<file path="src/rtl/ptws_pkg.sv">
// Package of shared types and constants for the test-window statistics unit.
package ptws_pkg;
  localparam logic [31:0] TAG_MAGIC = 32'h64ab83cd;
  localparam logic [15:0] MIN_FRAME = 16'd50;
  localparam logic [1:0] REG_PPT = 2'd0;
  localparam logic [1:0] REG_PROG = 2'd1;
  localparam logic [1:0] REG_HDR = 2'd2;
  localparam int IN_W = 136;
  localparam int OUT_W = 256;

  typedef struct packed {
    logic load;       // latch packet
    logic div_start;  // start a division
    logic sel_next;   // dividend is seq + 1
    logic sel_cnt;    // dividend is the count after this packet, divisor the interval
    logic take_open;  // keep the opening quotient and its comparison
    logic take_close; // keep the closing quotient and its comparison
    logic take_prog;  // keep the progress remainder check
    logic open_chk;   // opening step
    logic close_chk;  // closing step
    logic clear;      // clear test with the kept quotient
    logic count;      // add the packet to the sums
    logic emit_final;
    logic emit_prog;
    logic emit_last;
  } ctl_t;

  typedef struct packed {
    logic div_busy;
    logic drop;
    logic open_ahead;  // opening quotient greater than current test
    logic close_ahead; // closing quotient greater than the test after opening
    logic prog_hit;
    logic out_full;
  } sts_t;
endpackage

</file>
<file path="src/rtl/ptws_div.sv">
// Bit-serial unsigned 32-bit divider, one quotient bit per cycle.
module ptws_div (
  input  logic        clk,
  input  logic        rst,
  input  logic        start,
  input  logic [31:0] dividend,
  input  logic [31:0] divisor,
  output logic        busy,
  output logic [31:0] quotient,
  output logic [31:0] remainder
);
  logic [31:0] rem;
  logic [31:0] dvd;
  logic [31:0] dvs;
  logic [5:0] cnt;
  logic [32:0] trial;

  assign trial = {rem, dvd[31]} - {1'b0, dvs};
  assign remainder = rem;

  always_ff @(posedge clk) begin
    if (rst) begin
      busy <= 1'b0;
      cnt <= '0;
    end else if (start) begin
      busy <= 1'b1;
      cnt <= 6'd32;
      rem <= '0;
      dvd <= dividend;
      dvs <= (divisor == 32'd0) ? 32'd1 : divisor;
    end else if (busy) begin
      if (!trial[32]) begin
        rem <= trial[31:0];
        quotient <= {quotient[30:0], 1'b1};
      end else begin
        rem <= {rem[30:0], dvd[31]};
        quotient <= {quotient[30:0], 1'b0};
      end
      dvd <= {dvd[30:0], 1'b0};
      cnt <= cnt - 6'd1;
      if (cnt == 6'd1) busy <= 1'b0;
    end
  end
endmodule

</file>
<file path="src/rtl/ptws_ctrl.sv">
// Controller state machine that sequences one packet through the datapath.
module ptws_ctrl (
  input  logic          clk,
  input  logic          rst,
  input  logic          in_fire,
  input  ptws_pkg::sts_t sts,
  output logic          in_ready,
  output ptws_pkg::ctl_t ctl
);
  localparam logic [2:0] S_IDLE = 3'd0;
  localparam logic [2:0] S_CHK = 3'd1;
  localparam logic [2:0] S_DIV1 = 3'd2;
  localparam logic [2:0] S_OPEN = 3'd3;
  localparam logic [2:0] S_PROG = 3'd4;
  localparam logic [2:0] S_DIV2 = 3'd5;
  localparam logic [2:0] S_CLOSE = 3'd6;
  localparam logic [2:0] S_DIVP = 3'd7;

  logic [2:0] state, state_next;

  assign in_ready = (state == S_IDLE);

  // All three divisions run before the first record, so that every record
  // already knows whether it is the last one of its packet.
  always_comb begin
    state_next = state;
    ctl = '0;
    unique case (state)
      S_IDLE: if (in_fire) begin
        ctl.load = 1'b1;
        state_next = S_CHK;
      end
      S_CHK: begin
        if (sts.drop) state_next = S_IDLE;
        else begin
          ctl.div_start = 1'b1;
          state_next = S_DIV1;
        end
      end
      S_DIV1: if (!sts.div_busy) begin
        ctl.take_open = 1'b1;
        ctl.div_start = 1'b1;
        ctl.sel_next = 1'b1;
        state_next = S_DIV2;
      end
      S_DIV2: if (!sts.div_busy) begin
        ctl.take_close = 1'b1;
        ctl.div_start = 1'b1;
        ctl.sel_cnt = 1'b1;
        state_next = S_DIVP;
      end
      S_DIVP: if (!sts.div_busy) begin
        ctl.take_prog = 1'b1;
        state_next = S_OPEN;
      end
      S_OPEN: begin
        if (sts.open_ahead) begin
          if (!sts.out_full) begin
            ctl.emit_final = 1'b1;
            ctl.emit_last = !(sts.prog_hit || sts.close_ahead);
            ctl.clear = 1'b1;
            ctl.count = 1'b1;
            state_next = S_PROG;
          end
        end else begin
          ctl.count = 1'b1;
          state_next = S_PROG;
        end
      end
      S_PROG: begin
        if (sts.prog_hit) begin
          if (!sts.out_full) begin
            ctl.emit_prog = 1'b1;
            ctl.emit_last = !sts.close_ahead;
            state_next = S_CLOSE;
          end
        end else state_next = S_CLOSE;
      end
      S_CLOSE: begin
        if (sts.close_ahead) begin
          if (!sts.out_full) begin
            ctl.emit_final = 1'b1;
            ctl.emit_last = 1'b1;
            ctl.clear = 1'b1;
            state_next = S_IDLE;
          end
        end else state_next = S_IDLE;
      end
      default: state_next = S_IDLE;
    endcase
    ctl.open_chk = (state == S_OPEN);
    ctl.close_chk = (state == S_CLOSE);
  end

  always_ff @(posedge clk) begin
    if (rst) begin
      state <= S_IDLE;
    end else begin
      state <= state_next;
    end
  end
endmodule

</file>
<file path="src/rtl/ptws_dp.sv">
// Datapath: test state, sums, timestamps and the output record buffer.
module ptws_dp (
  input  logic                       clk,
  input  logic                       rst,
  input  ptws_pkg::ctl_t             ctl,
  output ptws_pkg::sts_t             sts,
  input  logic [ptws_pkg::IN_W-1:0]  in_data,
  input  logic                       cfg_fire,
  input  logic [1:0]                 cfg_index,
  input  logic [31:0]                cfg_data,
  output logic                       out_valid,
  input  logic                       out_ready,
  output logic [ptws_pkg::OUT_W-1:0] out_data,
  output logic                       out_user,
  output logic                       out_last
);
  logic [31:0] ppt, prog;
  logic [5:0] hdr;
  logic [15:0] len;
  logic [30:0] seq;
  logic [19:0] usec;
  logic tag_ok;
  logic [30:0] cur;
  logic [31:0] rcnt;
  logic have_first;
  logic [63:0] lsum, psum, fst, lst;
  logic [63:0] stamp;
  logic [31:0] quot;
  logic [31:0] rem;
  logic div_busy;
  logic [31:0] div_a, div_b;
  logic [31:0] cnt_new;
  logic [31:0] q_open, q_close;
  logic open_r, close_r, prog_r;
  logic [63:0] stamp_mul;
  logic [63:0] elapsed;
  logic [30:0] rec_cur;
  logic [31:0] rec_cnt;
  logic [63:0] rec_l, rec_p;
  logic [63:0] c_lsum, c_psum;
  logic [31:0] c_rcnt;
  logic [15:0] pay;

  // Count after this packet, for the progress remainder.
  assign cnt_new = (open_r ? 32'd0 : rcnt) + 32'd1;
  assign div_a = ctl.sel_cnt ? cnt_new :
                 (ctl.sel_next ? ({1'b0, seq} + 32'd1) : {1'b0, seq});
  assign div_b = ctl.sel_cnt ? prog : ppt;

  ptws_div u_div (
    .clk(clk), .rst(rst), .start(ctl.div_start),
    .dividend(div_a), .divisor(div_b), .busy(div_busy), .quotient(quot),
    .remainder(rem)
  );

  assign sts.div_busy = div_busy;
  assign sts.drop = (len < ptws_pkg::MIN_FRAME) || !tag_ok;
  assign sts.open_ahead = open_r;
  assign sts.close_ahead = close_r;
  assign sts.prog_hit = prog_r;
  assign sts.out_full = out_valid;
  assign stamp = stamp_mul + {44'd0, usec};
  assign pay = (len >= {10'd0, hdr}) ? (len - {10'd0, hdr}) : 16'd0;

  // Values after an optional clear in the opening step.
  always_comb begin
    c_rcnt = rcnt;
    c_lsum = lsum;
    c_psum = psum;
    if (ctl.open_chk && ctl.clear) begin
      c_rcnt = '0;
      c_lsum = '0;
      c_psum = '0;
    end
  end

  assign rec_cur = cur;
  assign rec_cnt = rcnt;
  assign rec_l = lsum;
  assign rec_p = psum;
  assign elapsed = (lst >= fst) ? (lst - fst) : 64'd0;

  always_ff @(posedge clk) begin
    if (rst) begin
      ppt <= 32'd1;
      prog <= 32'd0;
      hdr <= 6'd42;
      cur <= '0;
      rcnt <= '0;
      have_first <= 1'b0;
      lsum <= '0;
      psum <= '0;
      fst <= '0;
      lst <= '0;
      out_valid <= 1'b0;
      open_r <= 1'b0;
      close_r <= 1'b0;
      prog_r <= 1'b0;
    end else begin
      if (cfg_fire) begin
        unique case (cfg_index)
          ptws_pkg::REG_PPT: ppt <= cfg_data;
          ptws_pkg::REG_PROG: prog <= cfg_data;
          ptws_pkg::REG_HDR: hdr <= cfg_data[5:0];
          default: ;
        endcase
      end
      if (ctl.load) begin
        len <= in_data[15:0];
        tag_ok <= in_data[47:16] == ptws_pkg::TAG_MAGIC;
        seq <= in_data[78:48];
        usec <= in_data[130:111];
        stamp_mul <= {32'd0, in_data[110:79]} * 64'd1000000;
      end
      if (ctl.take_open) begin
        q_open <= quot;
        open_r <= quot > {1'b0, cur};
      end
      if (ctl.take_close) begin
        q_close <= quot;
        close_r <= quot > (open_r ? {1'b0, q_open[30:0]} : {1'b0, cur});
      end
      if (ctl.take_prog) prog_r <= (prog != 32'd0) && (rem == 32'd0);
      if (out_valid && out_ready) out_valid <= 1'b0;
      if (ctl.emit_final || ctl.emit_prog) begin
        out_valid <= 1'b1;
        out_data <= {1'b0, elapsed, rec_p, rec_l, rec_cnt, rec_cur};
        out_user <= ctl.emit_final;
        out_last <= ctl.emit_last;
      end
      if (ctl.count) begin
        lsum <= c_lsum + {48'd0, len};
        psum <= c_psum + {48'd0, pay};
        rcnt <= c_rcnt + 32'd1;
        if (!have_first || (ctl.clear)) fst <= stamp;
        have_first <= 1'b1;
        lst <= stamp;
        if (ctl.clear) cur <= q_open[30:0];
      end
      if (ctl.close_chk && ctl.clear) begin
        cur <= q_close[30:0];
        rcnt <= '0;
        lsum <= '0;
        psum <= '0;
        have_first <= 1'b0;
      end
    end
  end
endmodule

</file>
<file path="src/rtl/packet_test_window_stats_unit.sv">
// Top level of the packet test-window statistics unit.
// Each input transfer is checked, then runs through three serial divisions before the
//   opening, progress and closing steps, each of which may write one record.
// A new packet is accepted only once the last one has finished or been dropped, and
//   a full output stalls the steps. Records wait in a single output register.
// Reset is synchronous and active high; it restores register defaults and clears test state.
module packet_test_window_stats_unit (
  input  logic         clk,
  input  logic         rst,
  input  logic         s_tvalid,
  output logic         s_tready,
  // frame_length, tag_word, sequence_number, stamp_seconds, stamp_micros, zero fill
  input  logic [135:0] s_tdata,
  output logic         m_tvalid,
  input  logic         m_tready,
  // test_index, packet_count, byte_total, payload_total, elapsed_micros, zero fill
  output logic [255:0] m_tdata,
  // is_final
  output logic         m_tuser,
  output logic         m_tlast,
  input  logic         cfg_valid,
  output logic         cfg_ready,
  input  logic [1:0]   cfg_index,
  input  logic [31:0]  cfg_data
);
  ptws_pkg::ctl_t ctl;
  ptws_pkg::sts_t sts;

  // Configuration is always accepted; the user must write only while the unit is idle, as the unit does not enforce it.
  assign cfg_ready = 1'b1;

  ptws_ctrl u_ctrl (
    .clk(clk), .rst(rst), .in_fire(s_tvalid && s_tready),
    .sts(sts), .in_ready(s_tready), .ctl(ctl)
  );

  ptws_dp u_dp (
    .clk(clk), .rst(rst), .ctl(ctl), .sts(sts), .in_data(s_tdata),
    .cfg_fire(cfg_valid), .cfg_index(cfg_index), .cfg_data(cfg_data),
    .out_valid(m_tvalid), .out_ready(m_tready), .out_data(m_tdata), .out_user(m_tuser),
    .out_last(m_tlast)
  );
endmodule

</file>
<file path="config.mk">
export PLATFORM = sky130hd
export DESIGN_NAME = packet_test_window_stats_unit
export DESIGN_NICKNAME = d
export VERILOG_FILES = /design/src/rtl/ptws_pkg.sv /design/src/rtl/ptws_div.sv /design/src/rtl/ptws_ctrl.sv /design/src/rtl/ptws_dp.sv /design/src/rtl/packet_test_window_stats_unit.sv
export SDC_FILE = /design/constraint.sdc
export NUM_CORES = 2
export LEC_CHECK = 0
export BUFFER_PORTS_ARGS = -buffer_cell sky130_fd_sc_hd__buf_2
export CAP_MARGIN = 20
export CORE_ASPECT_RATIO = 0.7
export CORE_MARGIN = 2
export CORE_UTILIZATION = 26
export CTS_BUF_LIST = sky130_fd_sc_hd__clkbuf_16
export CTS_CLUSTER_SIZE = 10
export DETAILED_ROUTE_END_ITERATION = 8
export PLACE_DENSITY_LB_ADDON = 0.3
export SLEW_MARGIN = 15
export SYNTH_ARGS = -nofsm -noshare
export SYNTH_HDL_FRONTEND = slang
export SYNTH_SLANG_ARGS = --single-unit
</file>
<file path="constraint.sdc">
create_clock -name clk -period 13.67 [get_ports clk]
set_input_delay 2.0505 -clock clk [delete_from_list [all_inputs] [get_ports clk]]
set_output_delay 2.0505 -clock clk [all_outputs]
set_load 0.05 [all_outputs]
</file>
==> results.md <==
- Setup TNS: 0 ns
- Bufs and invs on worst path: 3
- RR Startpoint: u_dp.len[7]
- CP Data Required Time: approximately 14 ns
- Primary FF master, synth: edfxtp_1
- Synth cell count leaders: nand2_1 (646), edfxtp_1 (561), nor2_1 (513), dfxtp_1 (382), ha_1 (357)
- Leakage power: between 20 and 25 nW
- Status: complete, no violations
- Site Rows: 137
- Cell with the most instances after synthesis: nand2_1
- Post-DP HPWL: approximately 120000 um
- Min-delay src: u_dp.lsum[38]
- Core Util, Final: between 30% and 40%
- Sw frac: 36.7%
- Root buffer cell: clkbuf_16
- Drt pass-1 iters: 5
- CTS resizes: 0
- Syn nets: 5924
- Warnings from Yosys: 0
- Avg Inst Size Synth: 10.0 sq um
- Most used cell, CP: fa_1
- Mux cell area share after synthesis: under 10%
- Synth Register Bits: about 940
- Drt first-iter violations: approximately 2600
- Crit-path cells: buf_2, fa_1, fa_1, fa_1, fa_1, ha_1, inv_1, fa_1, inv_1, ha_1, nand3_1, o31ai_1, a31oi_1, o21ai_1, o21ai_0, o41ai_1, mux2_2, a211oi_1
- Crit path time final: between 7 and 8 ns
- Slew Limit Fails: 0
- Hold WS: approximately 0.44 ns
- Final worst path period share: 55.8%
- CP top delay family: adder cells
- Register-to-Register Path Depth: 19
- Largest stage delay on the critical path: 0.58 ns
- RSZ-0062 raised after global routing: false
- Bufs on Longest Clock Path: 3
- Compound-cell area share of the yosys netlist: approximately 12%
- Gr ovfl total: 0
- Worst-margin pin slew: around 1.1 ns
- Num CTS Buffers: between 100 and 150
- Max_cap viols: 0
- Clock Power Share: 27.0%
- CP max stage cell: fa_1
- I/O pins: 436
- Vias/cell: 4.70
- Post-synthesis cell count: 5251
- Sequential share of power: about 34%
- Vias in the first global route: approximately 38000
- Final ANT Viol Nets: 0
- H-tree depth: 3
- Reg clk slew, reported paths: 0.06 ns
- # nets final: roughly 6300
- Critical Path Source Type: input port
- P_int: about 6.5 mW
- Psw: roughly 3.8 mW
- Syn Std Cell Area: between 50000 and 60000 sq um
- Crit path capture type: flop
- Hold path cells: 0
- GRT Total Usage: 14.8%
- PD cells: between 150 and 200 nW/um^2
- Critical Path AT: around 8.2 ns
- Total routed wirelength: around 160000 um
- Final Skew: 0.0480 ns
- CTS Hold Bufs: 0
- Worst setup margin: just over 6 ns
- Gate power share: about two fifths
- Clk Latency, worst-skew pair: 0.77 ns
- R2r setup slk: roughly 7.4 ns
- Drt wl/cell: approximately 19 um
- Min-delay worst type: flop to flop
- Final Hold Fails: 0
- Vias: about 39000
- Kind of critical path: input port to flop
- CTS tree: built
- Die area: 206000 sq um
- Top post-synthesis cells by area: edfxtp_1 (32%), dfxtp_1 (15%), ha_1 (8.5%)
- Final setup violation count: 0
- Top cell type's share of synthesized area: between 30% and 40%
- Starting Density: roughly a quarter
- Post-synth top area cell: edfxtp_1
- Layout cells sized above 1: 11.8%
- Die X: 541 um
- Post-synth EDFFs: 561
- Area growth syn-to-layout: 16.2%
- Asr flop ratio synth: 0%
- Die Height: about 380 um
- Gpl congestion: 0.881
- Max transition margin: between 20% and 30%
- Post-synthesis simple-gate area fraction: 15.8%
- Synth Area in XOR/XNOR: 5.74%
- I/O Buffers: between 400 and 500
- Setup bufs post-CTS: 0
- Adder-Cell Fraction of Synth Area: about 14%
- Worst hold endpoint: u_dp.out_data[101]
- Initial antenna violation count: 19
- FMAX: ~130 MHz
- Cell variety after synth: 89
- Largest net degree at the start of global routing: between 150 and 200
- Largest family of logic cells by synthesized area: simple AND/OR/NAND/NOR gates
- R2r endpoint: u_dp.psum[58]
- Core area: around 200000 sq um
- First-pass GRT wire length: ~240000 um
- Maximum vdd drop: 0.000157 V
- DRC: 0
- Critical-path maximum fanout: 7
- Seq/Total Area, Yosys: about 47%
- Number of clock sinks: about 940
- Total power: 10.3 mW
- Worst slack at placement: between 5 and 6 ns
-- flip-flops by register name (all words and copies together) (netlist names), 46 cells and up --
| signal | cells |
|---|---|
| u_dp.psum | 64 |
| u_dp.out_data | 255 |
| u_dp.stamp_mul | 46 |
| u_dp.lsum | 64 |
| u_dp.lst | 53 |
| u_dp.fst | 53 |
-- cells in the final DEF (no fill, tap or decap), drive strengths merged, types with 63 or more instances in the layout --
| master | instances |
|---|---|
| ha | 357 |
| dfxtp | 382 |
| nand3 | 108 |
| buf | 473 |
| a21o | 113 |
| a21oi | 346 |
| and3 | 63 |
| edfxtp | 561 |
| inv | 422 |
| nor3 | 84 |
| nor2 | 518 |
| nand2 | 646 |
| nand4 | 87 |
| xnor2 | 202 |
| o21ai | 190 |
| clkbuf | 117 |
| a211oi | 87 |
| xor2 | 142 |
| fa | 141 |
-- how the worst max path moves through the flow --
stage	depth (start not counted)	slack, ns	end	start
4_1_cts	18	6.12	u_dp.stamp_mul[44]	s_tdata[79]
2_1_floorplan	3	4.08	u_dp.out_data[0]	rst
3_3_place_gp	18	5.32	u_dp.stamp_mul[44]	s_tdata[79]
5_1_grt	18	5.72	u_dp.stamp_mul[44]	s_tdata[79]
6_report	18	6.04	u_dp.stamp_mul[44]	s_tdata[79]
3_5_place_dp	18	5.31	u_dp.stamp_mul[44]	s_tdata[79]
-- cell families after synthesis --
group	after synthesis
multiplexers	62
flip-flops	943
other	2
adder cells (fa/ha/maj)	498
AO/OA/AOI/OAI	1022
XOR/XNOR	344
AND/OR/NAND/NOR	1803
buffers and inverters	577
-- routing by layer --
metal  part of all wire [%]  vias to the layer above  track usage, %
li1                       -                    19300               -
met1                     48                    19000            20.8
met2                     45                      792            23.5
met3                    4.4                      204            2.40
met4                    2.3                        0            3.78
met5                      0                        -               0
-- power groups by stage --
stage                     Combinational (mW)  Clock, mW  Sequential [mW]
final                                   4.08       2.79             3.47
after global routing                    4.63       2.99             3.48
after CTS                               4.12       2.89             3.47
after detailed placement                4.08          0             3.52
after floorplan                         3.05          0             3.49
after global placement                  4.08          0             3.52
-- worst register-to-register path, stage by stage (launching register included) --
cell and delay, ns:
edfxtp_1 0.57, or4_1 0.61, or3_1 0.37, nor3_2 0.19, nand2b_1 0.11, nor2_1 0.35, o41ai_1 0.22, nor2_1 0.63
nor2_1 0.14, ha_1 0.35, nor2b_1 0.19, o21ai_1 0.09, a21oi_1 0.21, o21ai_0 0.15, a21boi_1 0.39, o211ai_1 0.36
nand2_1 0.27, nand4_1 0.33, or4_1 0.56, a21oi_1 0.15
-- cell type report --
class | count | area (sq um)
Antenna cell | 4 | 10.0
Clock buffer | 115 | 2880
Clock inverter | 91 | 551
Fill cell | 20700 | 139000
Inverter | 354 | 1340
Multi-Input combinational cell | 3731 | 25900
Sequential cell | 943 | 24500
Tap cell | 2641 | 3300
Timing Repair Buffer | 475 | 2520
-- metrics by stage --
step	area (sq um)	cells
2_1_floorplan	52500	5251
3_3_place_gp	57500	8143
3_5_place_dp	57500	8143
4_1_cts	61000	8349
5_1_grt	61000	8353
6_report	61000	8354
(Power assumes the default switching activity.)
